<file path="src/rtl/core/rbi_pkg.sv">
// rbi_pkg: shared types, operation codes and fixed-point helpers for the
// rigid body integrator core; used by every file in rtl/core
`default_nettype none
package rbi_pkg;

  localparam int FRAC_BITS_DEF = 16;
  localparam int DT_BITS       = 16;
  localparam int VEC_W         = 32;
  localparam int MASS_W        = 31;
  localparam int IN_DATA_W     = 6 * VEC_W + DT_BITS;
  localparam int OUT_DATA_W    = 9 * VEC_W;
  localparam int QDEPTH        = 2;

  // register indexes
  localparam logic [1:0] REG_TYPE    = 2'd0;
  localparam logic [1:0] REG_MASS    = 2'd1;
  localparam logic [1:0] REG_INERTIA = 2'd2;

  // body types
  localparam logic [1:0] BODY_STATIC  = 2'd0;
  localparam logic [1:0] BODY_DYNAMIC = 2'd2;

  // request kinds
  localparam logic [2:0] REQ_TICK   = 3'd0;
  localparam logic [2:0] REQ_FORCE  = 3'd1;
  localparam logic [2:0] REQ_TORQUE = 3'd2;
  localparam logic [2:0] REQ_LOADL  = 3'd3;
  localparam logic [2:0] REQ_LOADA  = 3'd4;

  // classified operations handed to the back end
  localparam int OP_W = 4;
  localparam logic [OP_W-1:0] OP_NONE     = 4'd0;
  localparam logic [OP_W-1:0] OP_TICK     = 4'd1;
  localparam logic [OP_W-1:0] OP_STILL    = 4'd2;
  localparam logic [OP_W-1:0] OP_FORCE    = 4'd3;
  localparam logic [OP_W-1:0] OP_ACC_ZERO = 4'd4;
  localparam logic [OP_W-1:0] OP_TORQUE   = 4'd5;
  localparam logic [OP_W-1:0] OP_AAC_ZERO = 4'd6;
  localparam logic [OP_W-1:0] OP_LDL      = 4'd7;
  localparam logic [OP_W-1:0] OP_LDL_ZERO = 4'd8;
  localparam logic [OP_W-1:0] OP_LDA      = 4'd9;
  localparam logic [OP_W-1:0] OP_LDA_ZERO = 4'd10;

  typedef struct packed {
    logic [OP_W-1:0]         op;
    logic [2:0][VEC_W-1:0]   vec;
    logic [2:0][VEC_W-1:0]   aux;
    logic [DT_BITS-1:0]      dt;
    logic [2*DT_BITS-1:0]    dt2;
  } cmd_t;

  typedef struct packed {
    logic [MASS_W-1:0] mass;
    logic [MASS_W-1:0] inertia;
  } cfg_t;

  function automatic logic signed [31:0] sat32(input logic signed [63:0] x);
    logic signed [31:0] r;
    if (x > 64'sd2147483647) r = 32'sh7fffffff;
    else if (x < -64'sd2147483648) r = 32'sh80000000;
    else r = x[31:0];
    return r;
  endfunction

  // round to nearest, ties toward +inf, then arithmetic shift
  function automatic logic signed [63:0] rnd(input logic signed [63:0] x, input int s);
    logic signed [63:0] r;
    r = (x + (64'sd1 <<< (s - 1))) >>> s;
    return r;
  endfunction

endpackage
`default_nettype wire

</file>
<file path="src/rtl/core/rbi_queue.sv">
// rbi_queue: short command queue between the front and back ends
// depends on rbi_pkg for the command type and depth
`default_nettype none
module rbi_queue (
  input  wire logic         clk,
  input  wire logic         rst,
  input  wire logic         wr_valid,
  output logic              wr_ready,
  input  rbi_pkg::cmd_t     wr_data,
  output logic              rd_valid,
  input  wire logic         rd_ready,
  output rbi_pkg::cmd_t     rd_data
);
  localparam int PW = (rbi_pkg::QDEPTH > 1) ? $clog2(rbi_pkg::QDEPTH) : 1;
  localparam int CW = $clog2(rbi_pkg::QDEPTH + 1);

  rbi_pkg::cmd_t mem [rbi_pkg::QDEPTH];
  logic [PW-1:0] wr_ptr;
  logic [PW-1:0] rd_ptr;
  logic [CW-1:0] count;
  logic          push;
  logic          pop;

  assign wr_ready = (count != CW'(rbi_pkg::QDEPTH));
  assign rd_valid = (count != '0);
  assign rd_data  = mem[rd_ptr];
  assign push     = wr_valid && wr_ready;
  assign pop      = rd_valid && rd_ready;

  always_ff @(posedge clk) begin
    if (push) begin
      mem[wr_ptr] <= wr_data;
    end
  end

  always_ff @(posedge clk) begin
    if (rst) begin
      wr_ptr <= '0;
      rd_ptr <= '0;
      count  <= '0;
    end else begin
      if (push) begin
        wr_ptr <= (wr_ptr == PW'(rbi_pkg::QDEPTH - 1)) ? '0 : PW'(wr_ptr + 1'b1);
      end
      if (pop) begin
        rd_ptr <= (rd_ptr == PW'(rbi_pkg::QDEPTH - 1)) ? '0 : PW'(rd_ptr + 1'b1);
      end
      if (push && !pop) count <= CW'(count + 1'b1);
      else if (pop && !push) count <= CW'(count - 1'b1);
    end
  end
endmodule
`default_nettype wire

</file>
<file path="config.mk">
export PLATFORM = sky130hd
export DESIGN_NAME = rbi_queue
export DESIGN_NICKNAME = d
export VERILOG_FILES = /design/src/rtl/core/rbi_pkg.sv /design/src/rtl/core/rbi_queue.sv
export SDC_FILE = /design/constraint.sdc
export NUM_CORES = 1
export LEC_CHECK = 0
export BUFFER_PORTS_ARGS = -buffer_cell sky130_fd_sc_hd__buf_2
export CORE_AREA = 2 2 191 193
export CTS_BUF_LIST = sky130_fd_sc_hd__clkbuf_16
export DETAILED_ROUTE_END_ITERATION = 10
export DIE_AREA = 0 0 193 195
export PLACE_DENSITY = 0.87
export SLEW_MARGIN = 15
export SYNTH_ARGS = -nofsm -noshare
export SYNTH_HDL_FRONTEND = slang
export SYNTH_SLANG_ARGS = --single-unit
</file>
<file path="constraint.sdc">
create_clock -name clk -period 16.4 [get_ports clk]
set_input_delay 3.28 -clock clk [delete_from_list [all_inputs] [get_ports clk]]
set_output_delay 3.28 -clock clk [all_outputs]
set_load 0.02 [all_outputs]
</file>
==> flow_metrics.env <==
export IMPL_ys_seq_area_share_pct=79.84
export IMPL_synthTopCellsByArea="edfxtp_1, mux2_4, mux2_2"
export IMPL_h_tree_depth=2
export IMPL_drt_pass1_iterations=4
export IMPL_root_buffer="clkbuf_16"
export IMPL_timing_final_crit_share_pct=44.05
export IMPL_synth_largest_area_cell="edfxtp_1"
export IMPL_grt_pass1_wl_microns=55480
export IMPL_reg2regPathDepth=4
export IMPL_dieWidth_microns=193
export IMPL_via_per_inst=5.122
export IMPL_start_util_pct=52.21
export IMPL_fmax_mhz=138.4
export IMPL_gr_total_overflow=0
export IMPL_synthCells=783
export IMPL_worst_pin_slew_ps=1102
export IMPL_fin_crit_ps=7225
export IMPL_clock_power_share_pct=28.0
export IMPL_core_area_sq_um=35400
export IMPL_gr_usage_met3_pct=5.949
export IMPL_clock_latency_ps=560
export IMPL_antenna_found_initial=9
export IMPL_cts_num_sinks=493
export IMPL_setup_tns_ps=0
export IMPL_synth_area_sq_um=18480
export IMPL_grt_use_met2_pct=35.40
export IMPL_fin_worst_skew_ps=14.97
export IMPL_first_global_vias=9705
export IMPL_grt_busiest_layer="met2"
export IMPL_sw_frac_of_total_pct=29.31
export IMPL_p_switching_mw=1.086
export IMPL_gr_usage_met1_pct=21.72
export IMPL_clk_path_buf_depth=3
export IMPL_track_usage_pct=19.88
export IMPL_hold_buffers=0
export IMPL_yosysUniqueCellTypes=19
export IMPL_p_int_mw=2.619
export IMPL_rsz0062_at_grt="no"
export IMPL_drv_cap=0
export IMPL_crit_path_max_fanout=73
export IMPL_avgSynthCellArea_sq_um=23.60
export IMPL_r2r_end="mem[1][105]"
export IMPL_fin_cells=1813
export IMPL_min_path_type="reg -> reg"
export IMPL_setup_violations=0
export IMPL_hold_path_depth=2
export IMPL_core_rowCount=69
export IMPL_place_gp_congestion=0.8016
export IMPL_antenna_left=0
export IMPL_cts_tree="yes"
export IMPL_relSlewSlack_pct=26.53
export IMPL_ir_drop_mv=0.1301
export IMPL_ys_ff_latch=493
export IMPL_via_count=9286
export IMPL_cp_arrival_ps=3940
export IMPL_outcome="finished clean"
export IMPL_reg2reg_slack_ps=13170
export IMPL_yosys_warnings=0
export IMPL_hold_viol=0
export IMPL_p_leak_nw=8.873
export IMPL_dp_cells=1718
export IMPL_end_kind="output port"
export IMPL_synth_top_area_share_pct=79.30
export IMPL_die_y_microns=195
export IMPL_critPathRequiredTime_ps=13120
export IMPL_maxSlewViolCount=0
export IMPL_totalWireLength_microns=38430
export IMPL_start_kind="register"
export IMPL_drc_errors=0
export IMPL_power_frac_seq_pct=44.4
export IMPL_die_area_sq_um=37640
export IMPL_drive_above_1_share_pct=60.57
export IMPL_cts_inserted_buffers=49
export IMPL_grt_max_degree=114
export IMPL_powerDensity_nw_per_um2=162.1
export IMPL_hpwl_microns=26440
export IMPL_drt_iter0_drc=470
export IMPL_clk_pin_slew_ps=50
export IMPL_reg2reg_from="count[0]"
export IMPL_nNetsFinal=1557
export IMPL_post_cts_resized=0
export IMPL_area_growth_pct=23.71
export IMPL_p_total_mw=3.705
export IMPL_post_cts_buffers=0
export IMPL_ios=494
export IMPL_worstSetupPathType="reg -> out"
export IMPL_holdPathEnd="rd_ptr"
export IMPL_synth_net_count=1032
export IMPL_combinationalPowerShare_pct=27.6
export IMPL_wire_per_inst_microns=21.20
export IMPL_min_from="rd_ptr"
export IMPL_portBuffers=493
==> per-stage QoR <==
step,cell area [sq um],hold WS (ps),util (%),setup slack [ps]
after floorplan,18480,470.5,-,6872
after global placement,21350,482.0,60.30,9790
after detailed placement,21350,502.3,60.30,9726
after CTS,22840,520.6,64.53,9112
after global routing,22860,533.6,64.58,8969
final,22860,514.5,64.58,9175
==> power by group through the flow <==
stage / clock, mW / combinational, mW / sequential (mW)
finish: 1.04 / 1.02 / 1.64
global route: 1.10 / 1.09 / 1.66
CTS: 1.06 / 1.03 / 1.65
detailed placement: 0 / 1.03 / 1.67
global placement: 0 / 1.01 / 1.66
floorplan: 0 / 0.768 / 1.67
==> cells by family after synthesis <==
| group | share of synthesized area [%] |
|---|---|
| AO/OA/AOI/OAI | 0.1625 |
| XOR/XNOR | 0.1422 |
| adder cells (fa/ha/maj) | 0.06770 |
| buffers and inverters | 1.395 |
| flip-flops | 79.84 |
| multiplexers | 18.12 |
| AND/OR/NAND/NOR | 0.2710 |
==> worst max-delay path by stage <==
| stage | start | to | depth (start not counted) |
|---|---|---|---|
| after floorplan | wr_valid | mem[1][0] | 1 |
| after global placement | register | rd_data[209] | 4 |
| after detailed placement | register | rd_data[209] | 4 |
| after CTS | register | rd_data[209] | 4 |
| after global routing | register | rd_data[205] | 4 |
| final | register | rd_data[209] | 4 |
==> worst max-delay path: stages, from the launching register on <==
cell and delay (ps):
dfxtp_4 1020, buf_4 850, buf_4 880, mux2_4 360
buf_2 160
==> synth_stat cells (all sizes together) <==
cell,count
a21oi,2
nand3b,1
and2,1
or3,1
inv,1
and3,1
xor2,3
ha,1
buf,27
or2,1
nor2,3
mux2,244
o21ai,2
edfxtp,488
a21bo,1
dfxtp,5
nand2b,1
==> flip-flops by register name (all words and copies together) (netlist names), named ones only <==
name	cells
count	2
rd_ptr	1
wr_ptr	1
mem	488
==> placed cells by master (no fill, tap or decap), drive strengths merged <==
| master | instances |
|---|---|
| buf | 501 |
| edfxtp | 488 |
| mux2 | 244 |
| clkbuf | 49 |
| clkinv | 21 |
| inv | 14 |
| diode | 8 |
| dfxtp | 5 |
| bufinv | 4 |
| xor2 | 3 |
| nor2 | 3 |
| o21ai | 2 |
| a21oi | 2 |
| nand2b | 1 |
| and2 | 1 |
| or2 | 1 |
| and3 | 1 |
| nand3b | 1 |
| a21bo | 1 |
| or3 | 1 |
| ha | 1 |
==> final cells by class <==
class | count | area (sq um)
antenna | 8 | 20.02
clock buffer | 49 | 1226
clock inverter | 38 | 269.0
fill | 2341 | 12540
inverter | 1 | 11.26
multi-input combinational | 262 | 3472
sequential | 493 | 14760
tap | 461 | 576.8
timing repair buffer | 501 | 2527
==> metal layers <==
layer  part of all wire [%]  routed length (microns)  vias up
li1                       -                        -     4187
met1                     36                    13730     4586
met2                     52                    20000      424
met3                    8.6                     3313       87
met4                    3.6                     1371        2
met5                  0.034                       13        -
(Power assumes the default switching activity.)
