===== src/rtl/core/rbi_pkg.sv =====
// rbi_pkg: shared types, operation codes and fixed-point helpers for the
// rigid body integrator core; used by every file in rtl/core
`default_nettype none
package rbi_pkg;

  localparam int FRAC_BITS_DEF = 16;
  localparam int DT_BITS       = 16;
  localparam int VEC_W         = 32;
  localparam int MASS_W        = 31;
  localparam int IN_DATA_W     = 6 * VEC_W + DT_BITS;
  localparam int OUT_DATA_W    = 9 * VEC_W;
  localparam int QDEPTH        = 2;

  // register indexes
  localparam logic [1:0] REG_TYPE    = 2'd0;
  localparam logic [1:0] REG_MASS    = 2'd1;
  localparam logic [1:0] REG_INERTIA = 2'd2;

  // body types
  localparam logic [1:0] BODY_STATIC  = 2'd0;
  localparam logic [1:0] BODY_DYNAMIC = 2'd2;

  // request kinds
  localparam logic [2:0] REQ_TICK   = 3'd0;
  localparam logic [2:0] REQ_FORCE  = 3'd1;
  localparam logic [2:0] REQ_TORQUE = 3'd2;
  localparam logic [2:0] REQ_LOADL  = 3'd3;
  localparam logic [2:0] REQ_LOADA  = 3'd4;

  // classified operations handed to the back end
  localparam int OP_W = 4;
  localparam logic [OP_W-1:0] OP_NONE     = 4'd0;
  localparam logic [OP_W-1:0] OP_TICK     = 4'd1;
  localparam logic [OP_W-1:0] OP_STILL    = 4'd2;
  localparam logic [OP_W-1:0] OP_FORCE    = 4'd3;
  localparam logic [OP_W-1:0] OP_ACC_ZERO = 4'd4;
  localparam logic [OP_W-1:0] OP_TORQUE   = 4'd5;
  localparam logic [OP_W-1:0] OP_AAC_ZERO = 4'd6;
  localparam logic [OP_W-1:0] OP_LDL      = 4'd7;
  localparam logic [OP_W-1:0] OP_LDL_ZERO = 4'd8;
  localparam logic [OP_W-1:0] OP_LDA      = 4'd9;
  localparam logic [OP_W-1:0] OP_LDA_ZERO = 4'd10;

  typedef struct packed {
    logic [OP_W-1:0]         op;
    logic [2:0][VEC_W-1:0]   vec;
    logic [2:0][VEC_W-1:0]   aux;
    logic [DT_BITS-1:0]      dt;
    logic [2*DT_BITS-1:0]    dt2;
  } cmd_t;

  typedef struct packed {
    logic [MASS_W-1:0] mass;
    logic [MASS_W-1:0] inertia;
  } cfg_t;

  function automatic logic signed [31:0] sat32(input logic signed [63:0] x);
    logic signed [31:0] r;
    if (x > 64'sd2147483647) r = 32'sh7fffffff;
    else if (x < -64'sd2147483648) r = 32'sh80000000;
    else r = x[31:0];
    return r;
  endfunction

  // round to nearest, ties toward +inf, then arithmetic shift
  function automatic logic signed [63:0] rnd(input logic signed [63:0] x, input int s);
    logic signed [63:0] r;
    r = (x + (64'sd1 <<< (s - 1))) >>> s;
    return r;
  endfunction

endpackage
`default_nettype wire


===== src/rtl/core/rbi_front.sv =====
// rbi_front: configuration registers, request intake and classification
// depends on rbi_pkg; feeds rbi_queue
`default_nettype none
module rbi_front (
  input  wire logic                          clk,
  input  wire logic                          rst,
  input  wire logic                          s_tvalid,
  output logic                               s_tready,
  input  wire logic [rbi_pkg::IN_DATA_W-1:0] s_tdata,
  input  wire logic [2:0]                    s_tuser,
  input  wire logic                          cfg_valid,
  output logic                               cfg_ready,
  input  wire logic [1:0]                    cfg_index,
  input  wire logic [31:0]                   cfg_data,
  output logic                               q_valid,
  input  wire logic                          q_ready,
  output rbi_pkg::cmd_t                      q_data,
  output rbi_pkg::cfg_t                      cfg
);
  logic [1:0]                 body_type;
  logic [rbi_pkg::MASS_W-1:0] body_mass;
  logic [rbi_pkg::MASS_W-1:0] inertia;
  logic                       is_static;
  logic                       is_dynamic;
  logic [rbi_pkg::OP_W-1:0]   op;
  logic [rbi_pkg::DT_BITS-1:0] dt;

  assign cfg_ready = 1'b1;

  always_ff @(posedge clk) begin
    if (rst) begin
      body_type <= rbi_pkg::BODY_DYNAMIC;
      body_mass <= rbi_pkg::MASS_W'(65536);
      inertia   <= rbi_pkg::MASS_W'(65536);
    end else if (cfg_valid) begin
      unique case (cfg_index)
        rbi_pkg::REG_TYPE: body_type <= cfg_data[1:0];
        rbi_pkg::REG_MASS: begin
          if (cfg_data[30:0] != '0) body_mass <= cfg_data[30:0];
        end
        rbi_pkg::REG_INERTIA: begin
          if (cfg_data[30:0] != '0) inertia <= cfg_data[30:0];
        end
        default: ;
      endcase
    end
  end

  assign cfg.mass    = body_mass;
  assign cfg.inertia = inertia;

  assign is_static  = (body_type == rbi_pkg::BODY_STATIC);
  assign is_dynamic = (body_type == rbi_pkg::BODY_DYNAMIC);

  always_comb begin
    unique case (s_tuser)
      rbi_pkg::REQ_TICK:   op = is_static  ? rbi_pkg::OP_STILL    : rbi_pkg::OP_TICK;
      rbi_pkg::REQ_FORCE:  op = is_dynamic ? rbi_pkg::OP_FORCE    : rbi_pkg::OP_ACC_ZERO;
      rbi_pkg::REQ_TORQUE: op = is_dynamic ? rbi_pkg::OP_TORQUE   : rbi_pkg::OP_AAC_ZERO;
      rbi_pkg::REQ_LOADL:  op = is_static  ? rbi_pkg::OP_LDL_ZERO : rbi_pkg::OP_LDL;
      rbi_pkg::REQ_LOADA:  op = is_static  ? rbi_pkg::OP_LDA_ZERO : rbi_pkg::OP_LDA;
      default:             op = rbi_pkg::OP_NONE;
    endcase
  end

  assign dt = s_tdata[6*rbi_pkg::VEC_W +: rbi_pkg::DT_BITS];

  always_comb begin
    q_data.op     = op;
    q_data.vec[0] = s_tdata[0*rbi_pkg::VEC_W +: rbi_pkg::VEC_W];
    q_data.vec[1] = s_tdata[1*rbi_pkg::VEC_W +: rbi_pkg::VEC_W];
    q_data.vec[2] = s_tdata[2*rbi_pkg::VEC_W +: rbi_pkg::VEC_W];
    q_data.aux[0] = s_tdata[3*rbi_pkg::VEC_W +: rbi_pkg::VEC_W];
    q_data.aux[1] = s_tdata[4*rbi_pkg::VEC_W +: rbi_pkg::VEC_W];
    q_data.aux[2] = s_tdata[5*rbi_pkg::VEC_W +: rbi_pkg::VEC_W];
    q_data.dt     = dt;
    // dt squared, registered by the queue
    q_data.dt2    = (2*rbi_pkg::DT_BITS)'(dt) * (2*rbi_pkg::DT_BITS)'(dt);
  end

  assign q_valid  = s_tvalid;
  assign s_tready = q_ready;
endmodule
`default_nettype wire


===== config.mk =====
export PLATFORM = sky130hd
export DESIGN_NAME = rbi_front
export DESIGN_NICKNAME = d
export VERILOG_FILES = /design/src/rtl/core/rbi_pkg.sv /design/src/rtl/core/rbi_front.sv
export SDC_FILE = /design/constraint.sdc
export NUM_CORES = 1
export LEC_CHECK = 0
export BUFFER_PORTS_ARGS = -buffer_cell sky130_fd_sc_hd__buf_4
export CAP_MARGIN = 10
export CELL_PAD_IN_SITES_DETAIL_PLACEMENT = 0
export CELL_PAD_IN_SITES_GLOBAL_PLACEMENT = 1
export CORE_AREA = 2 2 215 217
export DETAILED_ROUTE_END_ITERATION = 10
export DIE_AREA = 0 0 217 219
export PLACE_DENSITY_LB_ADDON = 0.1
export SLEW_MARGIN = 20
export SYNTH_ARGS = -nofsm -noshare
export SYNTH_HDL_FRONTEND = slang
export SYNTH_SLANG_ARGS = --single-unit

===== constraint.sdc =====
create_clock -name clk -period 8 [get_ports clk]
set_input_delay 1.2 -clock clk [delete_from_list [all_inputs] [get_ports clk]]
set_output_delay 1.2 -clock clk [all_outputs]
set_load 0.01 [all_outputs]

==> flow_summary.json <==
{
  "critPathMaxFanout": 6,
  "ios": 559,
  "r2r-end": "body_type[1]$_SDFFE_PP1P_",
  "routedWlPerCell_um": 17.0,
  "cts_buffers": 9,
  "seq_area_um2": 1280,
  "ys_async_sr_fraction_pct": 0,
  "whs_ns": 0.460,
  "setup_slack_ns": 0.154,
  "syn-cell-area_um2": 11600,
  "numClockSinks": 64,
  "setup_tns_ns": 0,
  "htree_levels": 3,
  "synth_ff_type": "dfxtp_1",
  "grt-ovfl-total": 0,
  "synth_cell_types": 59,
  "syn-instance-count": 1340,
  "wirelength_um": 33200,
  "fmax_mhz": 127,
  "fin_nets": 1862,
  "ff2ff_setup_slack_ns": 7.08,
  "rsz0062_at_grt": "yes",
  "relSlewSlack_pct": 28.7,
  "syn_avg_cell_area_um2": 8.65,
  "n_antenna_cell": 0,
  "hold_class": "reg2reg",
  "dr.pass1.iters": 4,
  "area_delta_synth_final_pct": 12.8,
  "die_area_um2": 47500,
  "die_y_um": 219,
  "clkLatencyLatePin_ns": 0.32,
  "critPathLaunchType": "input pin",
  "drtIter0Drc": 226,
  "post-route-min-period_ns": 7.85,
  "vias": 8229,
  "cap_violations": 0,
  "r2r_cells": 2,
  "fillers": 5020,
  "path_clk_slew_ns": 0.05,
  "hold_viol_final": 0,
  "final_cell_mix": "buf_4, inv_1, fa_1",
  "portBuffers": 167,
  "antenna_found_initial": 0,
  "endpoint_kind": "output port",
  "core_um2": 45100,
  "worstSetupEndpoint": "q_data[31]",
  "via_per_inst": 4.22,
  "synth_edf_count": 0,
  "grt_max_degree": 65,
  "drive_gt1_share_pct": 25.3,
  "final_max_slew_viol_count": 0,
  "worstMarginPinSlew_ns": 1.07,
  "cts_root_buffer": "clkbuf_16",
  "rr_startpoint": "body_type[1]$_SDFFE_PP1P_",
  "clock_tree.buffer_depth": 2,
  "multi_input_area_um2": 7850,
  "place_hpwl_um": 28900,
  "yosysSeqAreaShare_pct": 11.1,
  "start_util_pct": 25.7,
  "dp_worst_setup_slack_ns": -0.101,
  "fin_skew_ns": 0,
  "cp.required_ns": 6.80,
  "setup_violations": 0,
  "grt_pass1_vias": 8641,
  "ant_nets": 0,
  "yosys_warnings": 0,
  "num_rows": 78,
  "place_congestion": 0.769,
  "status": "completed",
  "cp.arrival_ns": 6.65,
  "ys_ff_latch": 64,
  "grt_pass1_wl_um": 51100,
  "post-route-drc-count": 0,
  "tritoncts": "done",
  "startpoint": "s_tdata[202]",
  "die_w_um": 217,
  "period_share_pct": 98.1,
  "syn_nets": 1854,
  "final_common_cell": "buf_4",
  "crit_type": "in2out",
  "grt.total_usage_pct": 13.8
}
[layer usage]
layer	wire, µm	vias to the layer above	track usage [%]
met3	2180	43	4.27
li1	-	3952	-
met4	311	0	1.89
met5	0	-	0.521
met1	14600	4002	18.3
met2	16200	232	22.5
[final cells by class]
cell class | count | area share (%)
inverter | 247 | 7.10
timing repair buffer | 256 | 15.3
multi-input combinational | 770 | 60.1
sequential | 64 | 9.81
tap | 600 | 5.75
clock buffer | 10 | 1.83
clock inverter | 4 | 0.172
[repair_timing]
| item | in CTS | in global routing |
|---|---|---|
| gates resized for setup | 8 | 71 |
| pin swaps | 1 | 43 |
| buffers inserted | 0 | 8 |
| setup endpoints to repair | 5 | 16 |
| hold buffers | 0 | 0 |
[state kept, by name (all words and copies together) (netlist names)]
signal / cells
body_type: 2
inertia: 31
body_mass: 31
[kinds of logic (layout without fill, tap and decap cells)]
group                      count (synthesis)  in the layout  share of synthesized area (%)
and+or+nand+nor                          295            295                           11.8
DFF                                       64             64                           11.1
muxes                                     65             65                           5.64
AOI/OAI and AO/OA                        110            110                           6.47
adders and majority gates                264            264                           39.0
other                                      2              2                         0.0648
xor gates and xnor gates                  34             34                           2.57
buffers and inverters                    506            517                           23.4
[stage by stage]
step	utilization [%]	area, µm²	cells
after global placement	27.6	12500	1929
final	29.0	13100	1951
after global routing	29.0	13100	1951
after CTS	28.2	12700	1943
after detailed placement	27.6	12500	1929
after floorplan	-	11600	1340
[worst max-delay path: stages]
cell and delay [ns]:
buf_4 0.16, buf_4 0.18, and2_1 0.21, fa_1 0.56, inv_1 0.06, fa_1 0.53
inv_1 0.05, fa_1 0.45, fa_1 0.40, fa_1 0.51, inv_1 0.05, fa_1 0.47
inv_1 0.05, ha_1 0.32, a21oi_2 0.18, o21a_1 0.20, o221a_2 0.26, o21ai_4 0.07
or4_1 0.50, nand3_1 0.10, buf_4 0.12
[cells in the mapped netlist (4+ instances only)]
master | count | area (µm²)
a211o_1 | 4 | 35.0
a211oi_1 | 6 | 45.0
a21o_1 | 12 | 90.1
a21oi_1 | 28 | 140
a31o_2 | 4 | 35.0
and2_1 | 45 | 282
and3_1 | 5 | 31.3
buf_2 | 6 | 30.0
buf_4 | 213 | 1600
clkbuf_1 | 40 | 150
dfxtp_1 | 64 | 1280
fa_1 | 162 | 3240
ha_1 | 102 | 1280
inv_1 | 247 | 927
mux2i_1 | 63 | 631
nand2_1 | 97 | 364
nand3_1 | 4 | 20.0
nand4_1 | 10 | 62.6
nor2_1 | 96 | 360
nor2b_1 | 7 | 43.8
nor3_1 | 7 | 35.0
nor4_1 | 8 | 50.1
o211ai_1 | 4 | 30.0
o21a_1 | 5 | 37.5
o21ai_0 | 19 | 95.1
xnor2_1 | 20 | 175
xor2_1 | 14 | 123
[how the worst min path moves through the flow]
stage	start	depth (start not counted)	slack [ns]	end
after detailed placement	body_mass[16]$_SDFFE_PP1P_	1	0.45	body_mass[16]$_SDFFE_PP1P_
after CTS	body_mass[16]$_SDFFE_PP1P_	1	0.47	body_mass[16]$_SDFFE_PP1P_
final	body_mass[16]$_SDFFE_PP1P_	1	0.46	body_mass[16]$_SDFFE_PP1P_
after global routing	body_mass[16]$_SDFFE_PP1P_	1	0.50	body_mass[16]$_SDFFE_PP1P_
after global placement	inertia[16]$_SDFFE_PP1P_	1	0.45	inertia[16]$_SDFFE_PP1P_
after floorplan	body_mass[16]$_SDFFE_PP1P_	1	0.51	body_mass[16]$_SDFFE_PP1P_
Power is not shown: default switching activity piles up to over one toggle a cycle in this logic, so the estimate is an artifact.
